File: src/expert_cache_lru_policy_macros.svh
// ----------------------------------------------------------------------------
// expert_cache_lru_policy assertion macros
// shared concurrent assertion forms for the lru policy block
// ----------------------------------------------------------------------------
`ifndef EXPERT_CACHE_LRU_POLICY_MACROS_SVH
`define EXPERT_CACHE_LRU_POLICY_MACROS_SVH

// same-cycle implication, disabled in reset
`define ECLP_ASSERT_IMP(label, clk, rst_n, ante, cons) \
  label: assert property (@(posedge clk) disable iff (!rst_n) (ante) |-> (cons)) \
    else $error("eclp assertion failed");

// next-cycle implication, disabled in reset
`define ECLP_ASSERT_NXT(label, clk, rst_n, ante, cons) \
  label: assert property (@(posedge clk) disable iff (!rst_n) (ante) |=> (cons)) \
    else $error("eclp assertion failed");

`endif

File: src/eclp_pkg.sv
// ----------------------------------------------------------------------------
// eclp_pkg
// sizes and command codes of the expert cache lru policy
// ----------------------------------------------------------------------------
package eclp_pkg;

  localparam int EXPERT_SLOTS = 32;
  localparam int MAX_EVICT    = 32;

  localparam int IDX_W = $clog2(EXPERT_SLOTS);
  localparam int CNT_W = $clog2(EXPERT_SLOTS + 1);
  localparam int K_W   = $clog2(MAX_EVICT + 1);
  localparam int ID_W  = 5;
  localparam int CMD_W = 2;
  localparam int CFG_W = 6;

  localparam logic [CFG_W-1:0] MAX_RES_RST = CFG_W'(32);

  typedef enum logic [CMD_W-1:0] {
    CMD_INSERT = 2'd0,
    CMD_TOUCH  = 2'd1,
    CMD_SWEEP  = 2'd2,
    CMD_NOP    = 2'd3
  } cmd_t;

  typedef enum logic [2:0] {
    S_IDLE = 3'b001,
    S_SCAN = 3'b010,
    S_FIN  = 3'b100
  } state_t;

endpackage

File: src/expert_cache_lru_policy.sv
// ----------------------------------------------------------------------------
// expert_cache_lru_policy
// lru residency policy for an expert cache with an eviction limit
// ----------------------------------------------------------------------------
// Commands are taken when start is high and busy is low; every result beat is
// shown for one cycle with out_valid and must be taken then, there is no
// backpressure. Inserts of absent experts, touches of absent experts, NOP
// commands and sweeps with nothing to evict finish in the accept cycle, with
// the result registered for the next cycle and busy staying low. A touch or an
// insert of a resident expert, and each eviction of a sweep, is one pass over
// the recency list memory (single write port, registered read): with n experts
// resident it keeps busy high through the scan of the n entries in S_SCAN and
// then S_FIN, the result beat being registered out of S_FIN. A sweep runs one
// such pass per evicted expert, back to back, at most MAX_EVICT per sweep.
// ----------------------------------------------------------------------------
`include "expert_cache_lru_policy_macros.svh"

module expert_cache_lru_policy (
  input  logic                       clk,
  input  logic                       rst_n,
  input  logic                       start,
  output logic                       busy,
  input  logic [eclp_pkg::CMD_W-1:0] in_cmd,
  input  logic [eclp_pkg::ID_W-1:0]  in_expert_id,
  output logic                       out_valid,
  output logic                       out_was_resident,
  output logic                       out_evict_valid,
  output logic [eclp_pkg::ID_W-1:0]  out_evicted_id,
  output logic                       out_last_result,
  input  logic                       cfg_we,
  input  logic [eclp_pkg::CFG_W-1:0] cfg_wdata
);
  import eclp_pkg::*;

  state_t                  state_r, state_nxt;
  logic [CNT_W-1:0]        count_r, count_nxt;
  logic [EXPERT_SLOTS-1:0] flags_r, flags_nxt;
  logic [CFG_W-1:0]        cfg_max_r;
  logic [IDX_W-1:0]        idx_r, idx_nxt;
  logic                    iss_r, iss_nxt;
  logic                    rdv_r, rdv_nxt;
  logic [IDX_W-1:0]        rdpos_r, rdpos_nxt;
  logic                    found_r, found_nxt;
  logic [ID_W-1:0]         victim_r, victim_nxt;
  logic [ID_W-1:0]         eid_r, eid_nxt;
  logic                    evop_r, evop_nxt;
  logic [K_W-1:0]          k_r, k_nxt;

  logic                    ov_r, ov_nxt;
  logic                    owas_r, owas_nxt;
  logic                    oev_r, oev_nxt;
  logic [ID_W-1:0]         oid_r, oid_nxt;
  logic                    olast_r, olast_nxt;

  logic [ID_W-1:0]         mem [EXPERT_SLOTS];
  logic [ID_W-1:0]         rd_data_r;
  logic                    mem_we;
  logic [IDX_W-1:0]        mem_wa;
  logic [ID_W-1:0]         mem_wd;

  logic [IDX_W-1:0]        last_idx;
  logic [IDX_W-1:0]        eidx;
  logic                    inrange;
  logic                    match;
  logic [CNT_W-1:0]        cnt_dec;
  logic [K_W-1:0]          k_inc;
  logic                    more;

  assign last_idx = IDX_W'(count_r - CNT_W'(1));
  assign eidx     = IDX_W'(in_expert_id);
  assign inrange  = int'(in_expert_id) < EXPERT_SLOTS;
  assign match    = evop_r ? (rdpos_r == '0) : (rd_data_r == eid_r);
  assign cnt_dec  = count_r - CNT_W'(1);
  assign k_inc    = k_r + K_W'(1);
  assign more     = (int'(cnt_dec) > int'(cfg_max_r)) && (int'(k_inc) < MAX_EVICT);

  always_comb begin
    state_nxt  = state_r;
    count_nxt  = count_r;
    flags_nxt  = flags_r;
    idx_nxt    = idx_r;
    iss_nxt    = iss_r;
    rdv_nxt    = 1'b0;
    rdpos_nxt  = idx_r;
    found_nxt  = found_r;
    victim_nxt = victim_r;
    eid_nxt    = eid_r;
    evop_nxt   = evop_r;
    k_nxt      = k_r;
    ov_nxt     = 1'b0;
    owas_nxt   = owas_r;
    oev_nxt    = oev_r;
    oid_nxt    = oid_r;
    olast_nxt  = olast_r;
    mem_we     = 1'b0;
    mem_wa     = '0;
    mem_wd     = '0;

    unique case (state_r)
      S_IDLE: begin
        if (start) begin
          eid_nxt   = in_expert_id;
          // default result beat: empty, last
          ov_nxt    = 1'b1;
          owas_nxt  = 1'b0;
          oev_nxt   = 1'b0;
          oid_nxt   = '0;
          olast_nxt = 1'b1;
          unique case (cmd_t'(in_cmd))
            CMD_SWEEP: begin
              if (int'(count_r) > int'(cfg_max_r)) begin
                ov_nxt    = 1'b0;
                evop_nxt  = 1'b1;
                k_nxt     = '0;
                state_nxt = S_SCAN;
                idx_nxt   = '0;
                iss_nxt   = 1'b1;
                found_nxt = 1'b0;
              end
            end
            CMD_INSERT, CMD_TOUCH: begin
              if (inrange && flags_r[eidx]) begin
                // resident: move to tail through a list pass
                ov_nxt    = 1'b0;
                evop_nxt  = 1'b0;
                state_nxt = S_SCAN;
                idx_nxt   = '0;
                iss_nxt   = 1'b1;
                found_nxt = 1'b0;
              end else if (inrange && cmd_t'(in_cmd) == CMD_INSERT &&
                           int'(count_r) < EXPERT_SLOTS) begin
                mem_we          = 1'b1;
                mem_wa          = IDX_W'(count_r);
                mem_wd          = in_expert_id;
                flags_nxt[eidx] = 1'b1;
                count_nxt       = count_r + CNT_W'(1);
              end
            end
            CMD_NOP: begin
            end
            default: begin
            end
          endcase
        end
      end

      S_SCAN: begin
        if (iss_r) begin
          rdv_nxt   = 1'b1;
          rdpos_nxt = idx_r;
          if (idx_r == last_idx) begin
            iss_nxt = 1'b0;
          end else begin
            idx_nxt = idx_r + IDX_W'(1);
          end
        end
        if (rdv_r) begin
          // entries after the target shift down one place
          if (found_r) begin
            mem_we = 1'b1;
            mem_wa = rdpos_r - IDX_W'(1);
            mem_wd = rd_data_r;
          end else if (match) begin
            found_nxt = 1'b1;
            if (evop_r) begin
              victim_nxt = rd_data_r;
            end
          end
          if (rdpos_r == last_idx) begin
            state_nxt = S_FIN;
          end
        end
      end

      S_FIN: begin
        ov_nxt = 1'b1;
        if (evop_r) begin
          count_nxt                     = cnt_dec;
          flags_nxt[IDX_W'(victim_r)]   = 1'b0;
          k_nxt                         = k_inc;
          owas_nxt                      = 1'b0;
          oev_nxt                       = 1'b1;
          oid_nxt                       = victim_r;
          olast_nxt                     = !more;
          if (more) begin
            state_nxt = S_SCAN;
            idx_nxt   = '0;
            iss_nxt   = 1'b1;
            found_nxt = 1'b0;
          end else begin
            state_nxt = S_IDLE;
          end
        end else begin
          mem_we    = 1'b1;
          mem_wa    = last_idx;
          mem_wd    = eid_r;
          owas_nxt  = 1'b1;
          oev_nxt   = 1'b0;
          oid_nxt   = '0;
          olast_nxt = 1'b1;
          state_nxt = S_IDLE;
        end
      end

      default: begin
        state_nxt = S_IDLE;
      end
    endcase
  end

  always_ff @(posedge clk) begin
    if (!rst_n) begin
      state_r   <= S_IDLE;
      count_r   <= '0;
      flags_r   <= '0;
      cfg_max_r <= MAX_RES_RST;
      idx_r     <= '0;
      iss_r     <= 1'b0;
      rdv_r     <= 1'b0;
      found_r   <= 1'b0;
      evop_r    <= 1'b0;
      k_r       <= '0;
      ov_r      <= 1'b0;
    end else begin
      state_r <= state_nxt;
      count_r <= count_nxt;
      flags_r <= flags_nxt;
      if (cfg_we) begin
        cfg_max_r <= cfg_wdata;
      end
      idx_r   <= idx_nxt;
      iss_r   <= iss_nxt;
      rdv_r   <= rdv_nxt;
      found_r <= found_nxt;
      evop_r  <= evop_nxt;
      k_r     <= k_nxt;
      ov_r    <= ov_nxt;
    end
  end

  always_ff @(posedge clk) begin
    rdpos_r  <= rdpos_nxt;
    victim_r <= victim_nxt;
    eid_r    <= eid_nxt;
    owas_r   <= owas_nxt;
    oev_r    <= oev_nxt;
    oid_r    <= oid_nxt;
    olast_r  <= olast_nxt;
  end

  // recency list, oldest at entry 0
  always_ff @(posedge clk) begin
    if (mem_we) begin
      mem[mem_wa] <= mem_wd;
    end
    rd_data_r <= mem[idx_r];
  end

  assign busy             = (state_r != S_IDLE);
  assign out_valid        = ov_r;
  assign out_was_resident = owas_r;
  assign out_evict_valid  = oev_r;
  assign out_evicted_id   = oid_r;
  assign out_last_result  = olast_r;

  `ECLP_ASSERT_IMP(a_cnt_max, clk, rst_n, 1'b1, int'(count_r) <= EXPERT_SLOTS)
  `ECLP_ASSERT_IMP(a_flags_cnt, clk, rst_n, state_r == S_IDLE, $countones(flags_r) == int'(count_r))
  `ECLP_ASSERT_IMP(a_more_beats, clk, rst_n, ov_r && !olast_r, state_r == S_SCAN)
  `ECLP_ASSERT_NXT(a_fin_beat, clk, rst_n, state_r == S_FIN, ov_r)

endmodule

File: config.mk
export PLATFORM = sky130hd
export DESIGN_NAME = expert_cache_lru_policy
export DESIGN_NICKNAME = d
export VERILOG_FILES = /design/src/eclp_pkg.sv /design/src/expert_cache_lru_policy.sv
export VERILOG_INCLUDE_DIRS = /design/src /design/src/src
export SDC_FILE = /design/constraint.sdc
export NUM_CORES = 1
export LEC_CHECK = 0
export ABC_AREA = 1
export BUFFER_PORTS_ARGS = -buffer_cell sky130_fd_sc_hd__buf_4
export CAP_MARGIN = 20
export CELL_PAD_IN_SITES_DETAIL_PLACEMENT = 0
export CELL_PAD_IN_SITES_GLOBAL_PLACEMENT = 2
export CORE_MARGIN = 2
export CORE_UTILIZATION = 35
export CTS_CLUSTER_SIZE = 40
export DETAILED_ROUTE_END_ITERATION = 8
export HOLD_SLACK_MARGIN = 0.15
export PLACE_DENSITY = 0.68
export RECOVER_POWER = 50
export SLEW_MARGIN = 20
export SYNTH_ARGS = -nofsm -noshare
export SYNTH_HDL_FRONTEND = slang
export SYNTH_SLANG_ARGS = --single-unit
File: constraint.sdc
create_clock -name clk -period 5.89 [get_ports clk]
set_input_delay 1.178 -clock clk [delete_from_list [all_inputs] [get_ports clk]]
set_output_delay 1.178 -clock clk [all_outputs]
set_load 0.005 [all_outputs]
Word level (Yosys, flattened, before mapping) --
Memory sizes are Yosys's and may differ from the RTL's. A register that Yosys moved wholly into a read port is not among the register bits. Index checks and enable logic that the tools add are counted.
Word-level totals: bits in registers 86, bits in writable memories 160, bits of input ports 17, output and inout port bits 10, logic and storage cells 188, memories kept 1
Operators by class: add/sub/neg operators 5, order comparisons 8, eq/ne operators 26, multiplexer cells 104, bitwise operators 4, reductions and logical operators 22
Memory list:
- mem | words 32, width 5, rd ports 1, clocked after Yosys merged registers in 1, wr ports 1, line expert_cache_lru_policy.sv:55 | logic [ID_W-1:0] mem [EXPERT_SLOTS];
Operator list (count):
- $mux W32 | 5
- $mux W5 | 23
- $pmux W32 S2 | 1
- $mux W6 | 9
- $pmux W5 S3 | 3
- $mux W1 | 36
- $and A32 B32 Y32 | 1
- $not A32 Y32 | 1
- $or A32 B32 Y32 | 1
- $ne A2 B2 Y1 const B | 12
- $pmux W6 S2 | 2
- $pmux W5 S2 | 2
- $mux W3 | 6
- $pmux W1 S2 | 8
- $eq A5 B5 Y1 | 3
- $reduce_and A5 Y1 | 3
- $add A6 B1 Y6 const B | 2
- $gt A6 B6 Y1 | 2
- $lt A5 B6 Y1 const B | 2
- $lt A6 B6 Y1 const B | 2
- $reduce_and A6 Y1 | 2
- $demux W1 S5 | 2
- $ge A5 B1 Y1 const B | 2
- $pmux W1 S3 | 3
- other kinds (27) | 36

Logic depth before layout (Yosys ltp) --
word-level depth 10, gate-level depth with buffers 19, depth with buffers taken out 19

Worst setup path after synthesis --
No wires, ideal clock.
kind input to register, from input port in_expert_id[0] (netlist bit), to memory mem[0][0], data pin, library setup time 0.454 ns, arrival time 3.531 ns, required time 5.436 ns, path slack 1.904 ns, stages 11, path buffers 2, cell sequence buf_4 buf_4 nand2_1 nand2_1 nand2_1 nand2_1 nand2_1 nand2_1 nor3_4 nand3_4 o21ai_0
Between the ends: cells in the longest elaborated chain, start to end 6, elaborated cells between the ends (all ways) 7, classes of those cells 7 x mux
Ends and longest elaborated chain:
- from (decl) | line expert_cache_lru_policy.sv:24 | input logic [eclp_pkg::ID_W-1:0] in_expert_id,
- $bmux W1 S5 | line expert_cache_lru_policy.sv:122 | if (inrange && flags_r[eidx]) begin
- $mux W1 (implied by the code) | line expert_cache_lru_policy.sv:122
- $mux W5 (*) | line expert_cache_lru_policy.sv:122
- $mux W5 (*) | line expert_cache_lru_policy.sv:109 | unique case (cmd_t'(in_cmd))
- $mux W5 (*) | line expert_cache_lru_policy.sv:101 | if (start) begin
- $pmux W5 S3 (*) | line expert_cache_lru_policy.sv:99 | unique case (state_r)
- named net mem_wd[0] | line expert_cache_lru_policy.sv:59 | logic [ID_W-1:0] mem_wd;
- to (decl) | line expert_cache_lru_policy.sv:55
Mark *: on every way through the listed nets, which the timed path passes. The rest lies on a longest branch. The select of a mux whose other input is x is not followed.

Worst setup path in the final report --
from input port in_expert_id[0] (netlist bit), to memory mem[5][1], data pin
Between the ends: cells in the longest elaborated chain, start to end 6
Ends and longest elaborated chain (line):
- $bmux W1 S5 | expert_cache_lru_policy.sv:122
- $mux W1 (implied by the code) | expert_cache_lru_policy.sv:122
- $mux W5 | expert_cache_lru_policy.sv:122
- $mux W5 | expert_cache_lru_policy.sv:109
- $mux W5 | expert_cache_lru_policy.sv:101
- $pmux W5 S3 | expert_cache_lru_policy.sv:99
- named net mem_wd[1] | expert_cache_lru_policy.sv:59
The timed path passes the listed nets, and every way through them passes these cells. The select of a mux whose other input is x is not followed.

==> flow_summary.toml <==
[clocking]
clockBufferDepth = 3
cts_made_buffers = 29
htree_levels = 1
cts_tree = "yes"
cts.repair.resized = 0
clock-sinks = 251
cts_root_buf = "clkbuf_16"
cts_setup_buffers = 0
cts.clk_slew.worst_paths_ns = 0.06
clock_latency_ns = 0.58
postCtsHoldBufs = 0

[logic_synthesis]
syn_inst = 1294
synth_area_mm2 = 0.0119
ys_seq_elements = 251
synth_warnings = 0
yosysTopAreaCell = "edfxtp_1"
synth_edf_count = 178
yosys-top-cells-count = "nand2_1 (236), nor2_1 (210), o21ai_0 (207)"
postSynthNetCount = 1328
synth_seq_area_share_pct = 57.3
synth_most_common_cell = "nand2_1"
synthArstFlopShare_pct = 0
ys_top_cells_by_area = "edfxtp_1 (45%), dfxtp_1 (12%), o21ai_0 (8.7%), nand2_1 (7.5%), nor2_1 (6.6%)"
synthFlopType = "edfxtp_1"
synthDistinctLibCells = 46
synth_top_area_share_pct = 45.0
avgSynthCellArea_um2 = 9.19

[global_route]
grt_use_met3_pct = 2.46
antenna_found_initial = 0
grt_use_met2_pct = 32.7
grt_max_degree = 85
gr-usage-all-layers_pct = 19.1
grt_remaining_overflow = 0
grt-busiest-layer = "met2"
grt_pass1_wl_um = 52500
grt_pass1_vias = 8729
grtUsageMet1_pct = 25.8

[sta]
period_share_pct = 73.8
slew_headroom_pct = -131
hold_viol_final = 0
fmax_mhz = 230
fin_setup_tns_ns = 0
tightestPinTransition_ns = 3.47
setup-violations-final = 0
finClkSkew_ns = 0.0168
layout_min_cycle_time_ns = 4.35
rsz0062_at_grt = "false"
slew_viol_final = 237

[layout]
fill_cells = 3399
instances_no_fill = 1777
diodes = 0
drive_above_1_share_pct = 7.83
nNetsFinal = 1341
area_growth_pct = 11.5

[die]
die_w_um = 188
start_util_pct = 35.5
fp-row-count = 67
dieArea_mm2 = 0.0355
die_h_um = 188
io_pins = 27
core_mm2 = 0.0335

[worst_hold_path]
worstHoldStart = "idx_r[3]"
whs_path_depth = 0
worst_hold_path_type = "reg -> reg"
whs_endpoint = "rdpos_r[3]"

[worst_setup_path]
startpoint_type = "input port"
rr_endpoint = "rd_data_r[4]"
critical_path_class = "in -> reg"
critPathCaptureType = "flop"
cp_common_cell = "nand2_1"
worstPathArrival_ns = 4.48
path_buf_inv = 3
reg2regPathDepth = 7
crit_chain = "clkbuf_1 -> inv_4 -> nand2_1 -> nand2_1 -> nand2_1 -> nand2_1 -> nand2_1 -> o21ai_0 -> nor2_1 -> nand3_4 -> o21ai_2 -> clkbuf_1"
critPathSlowestCell = "clkbuf_1"
rrSetupSlack_ns = 1.67
path_delay_family = "buffers and inverters"
worstPathRequired_ns = 6.02
rr_startpoint = "idx_r[0]"
critPathMaxFanout = 32
critPathMaxStageDelay_ns = 1.21

[placed_design]
io_buffers = 26
dp_cells = 1724
place.gp.congestion = 0.753
dp_hpwl_um = 21800

[pwr]
peakVddDrop_v = 0.000238
p_leak_nw = 4.75
power_density_mw_per_mm2 = 369

[status]
violations = "capacitance limit, slew limit"
status = "complete, but fails checks"

[route]
routed-via-count = 8948
drtIter0Drc = 605
vias_per_cell = 5.04
drt_wl_total_um = 33500
drt-pass1-iter-count = 5
ant_nets = 0
wire_per_inst_um = 18.8
drc_errors = 0

[flow_run]
cap_violations = 5
## cells in the final DEF (no fill, tap or decap), types with 10 or more instances in the layout
master / n
nand2_1: 236
nor2_1: 210
o21ai_0: 206
edfxtp_1: 178
inv_1: 73
dfxtp_1: 73
nand3_1: 46
a21oi_1: 37
o22ai_1: 30
clkbuf_16: 29
clkbuf_1: 21
nand4_1: 18
ha_1: 17
xor2_1: 16
a21oi_2: 15
buf_4: 15
nor3_1: 13
o221ai_1: 13
clkinv_2: 11
clkbuf_4: 10
## cell families (layout without fill, tap and decap cells)
group / count (synthesis) / in the layout / synth area share (%)
simple gates: 540 / 540 / 18.9
compound gates: 328 / 328 / 15.8
fa+ha+maj: 17 / 17 / 1.79
xor+xnor: 20 / 20 / 1.47
flops: 251 / 251 / 57.3
buf+inv: 138 / 173 / 4.76
## how the worst max path moves through the flow
stage | startpoint | cells after the start | to
2_1_floorplan | in_expert_id[0] | 11 | mem[0][0]
3_3_place_gp | in_expert_id[0] | 14 | mem[3][4]
3_5_place_dp | in_expert_id[0] | 11 | mem[20][2]
4_1_cts | count_r[0] | 18 | idx_r[0]
5_1_grt | in_expert_id[0] | 12 | mem[5][1]
6_report | in_expert_id[0] | 12 | mem[5][1]
## per-layer routing
layer  vias to the layer above  wire, um
met1                      4224     15500
li1                       4518         -
met3                        43      1190
met5                         -         0
met2                       163     16100
met4                         0       694
## through the flow
stage	instance area (um2)	power [mW]	setup WS (ns)	util, %	hold WS, ns
2_1_floorplan	11900	2.93	1.90	-	0.329
3_3_place_gp	12500	3.34	2.10	37.3	0.406
3_5_place_dp	12500	3.34	2.03	37.3	0.407
4_1_cts	13400	4.98	2.26	39.8	0.416
5_1_grt	13300	5.18	1.04	39.5	0.431
6_report	13300	4.89	1.54	39.5	0.418
## power breakdown
part | total [mW] | internal (mW) | switching (mW)
combinational | 1.20 | 0.362 | 0.842
clock | 1.62 | 0.901 | 0.723
sequential | 2.07 | 1.98 | 0.0821
total | 4.89 | 3.25 | 1.65
## worst reg2reg max path, delay by kind of cell, from the launching register on
family	cells	cell delay (ns)
compound gates	4	1.13
flops	1	0.34
simple gates	1	0.19
buf+inv	2	2.51
## final cells by class
type / instances / area [um2] / area share (%)
Timing Repair Buffer: 40 / 244 / 1.84
Clock inverter: 18 / 96.3 / 0.727
Tap cell: 448 / 561 / 4.23
Sequential cell: 251 / 6810 / 51.3
Clock buffer: 35 / 748 / 5.64
Inverter: 80 / 304 / 2.29
Multi-Input combinational cell: 905 / 4500 / 33.9
## registers in the layout (all words and copies together) (netlist names), 3 cells and up
name,cells
mem,160
flags_r,32
cfg_max_r,6
count_r,6
k_r,6
eid_r,5
idx_r,5
out_evicted_id,5
rd_data_r,5
rdpos_r,5
victim_r,5
state_r,3
No activity file was read; power rests on OpenSTA's default activity.
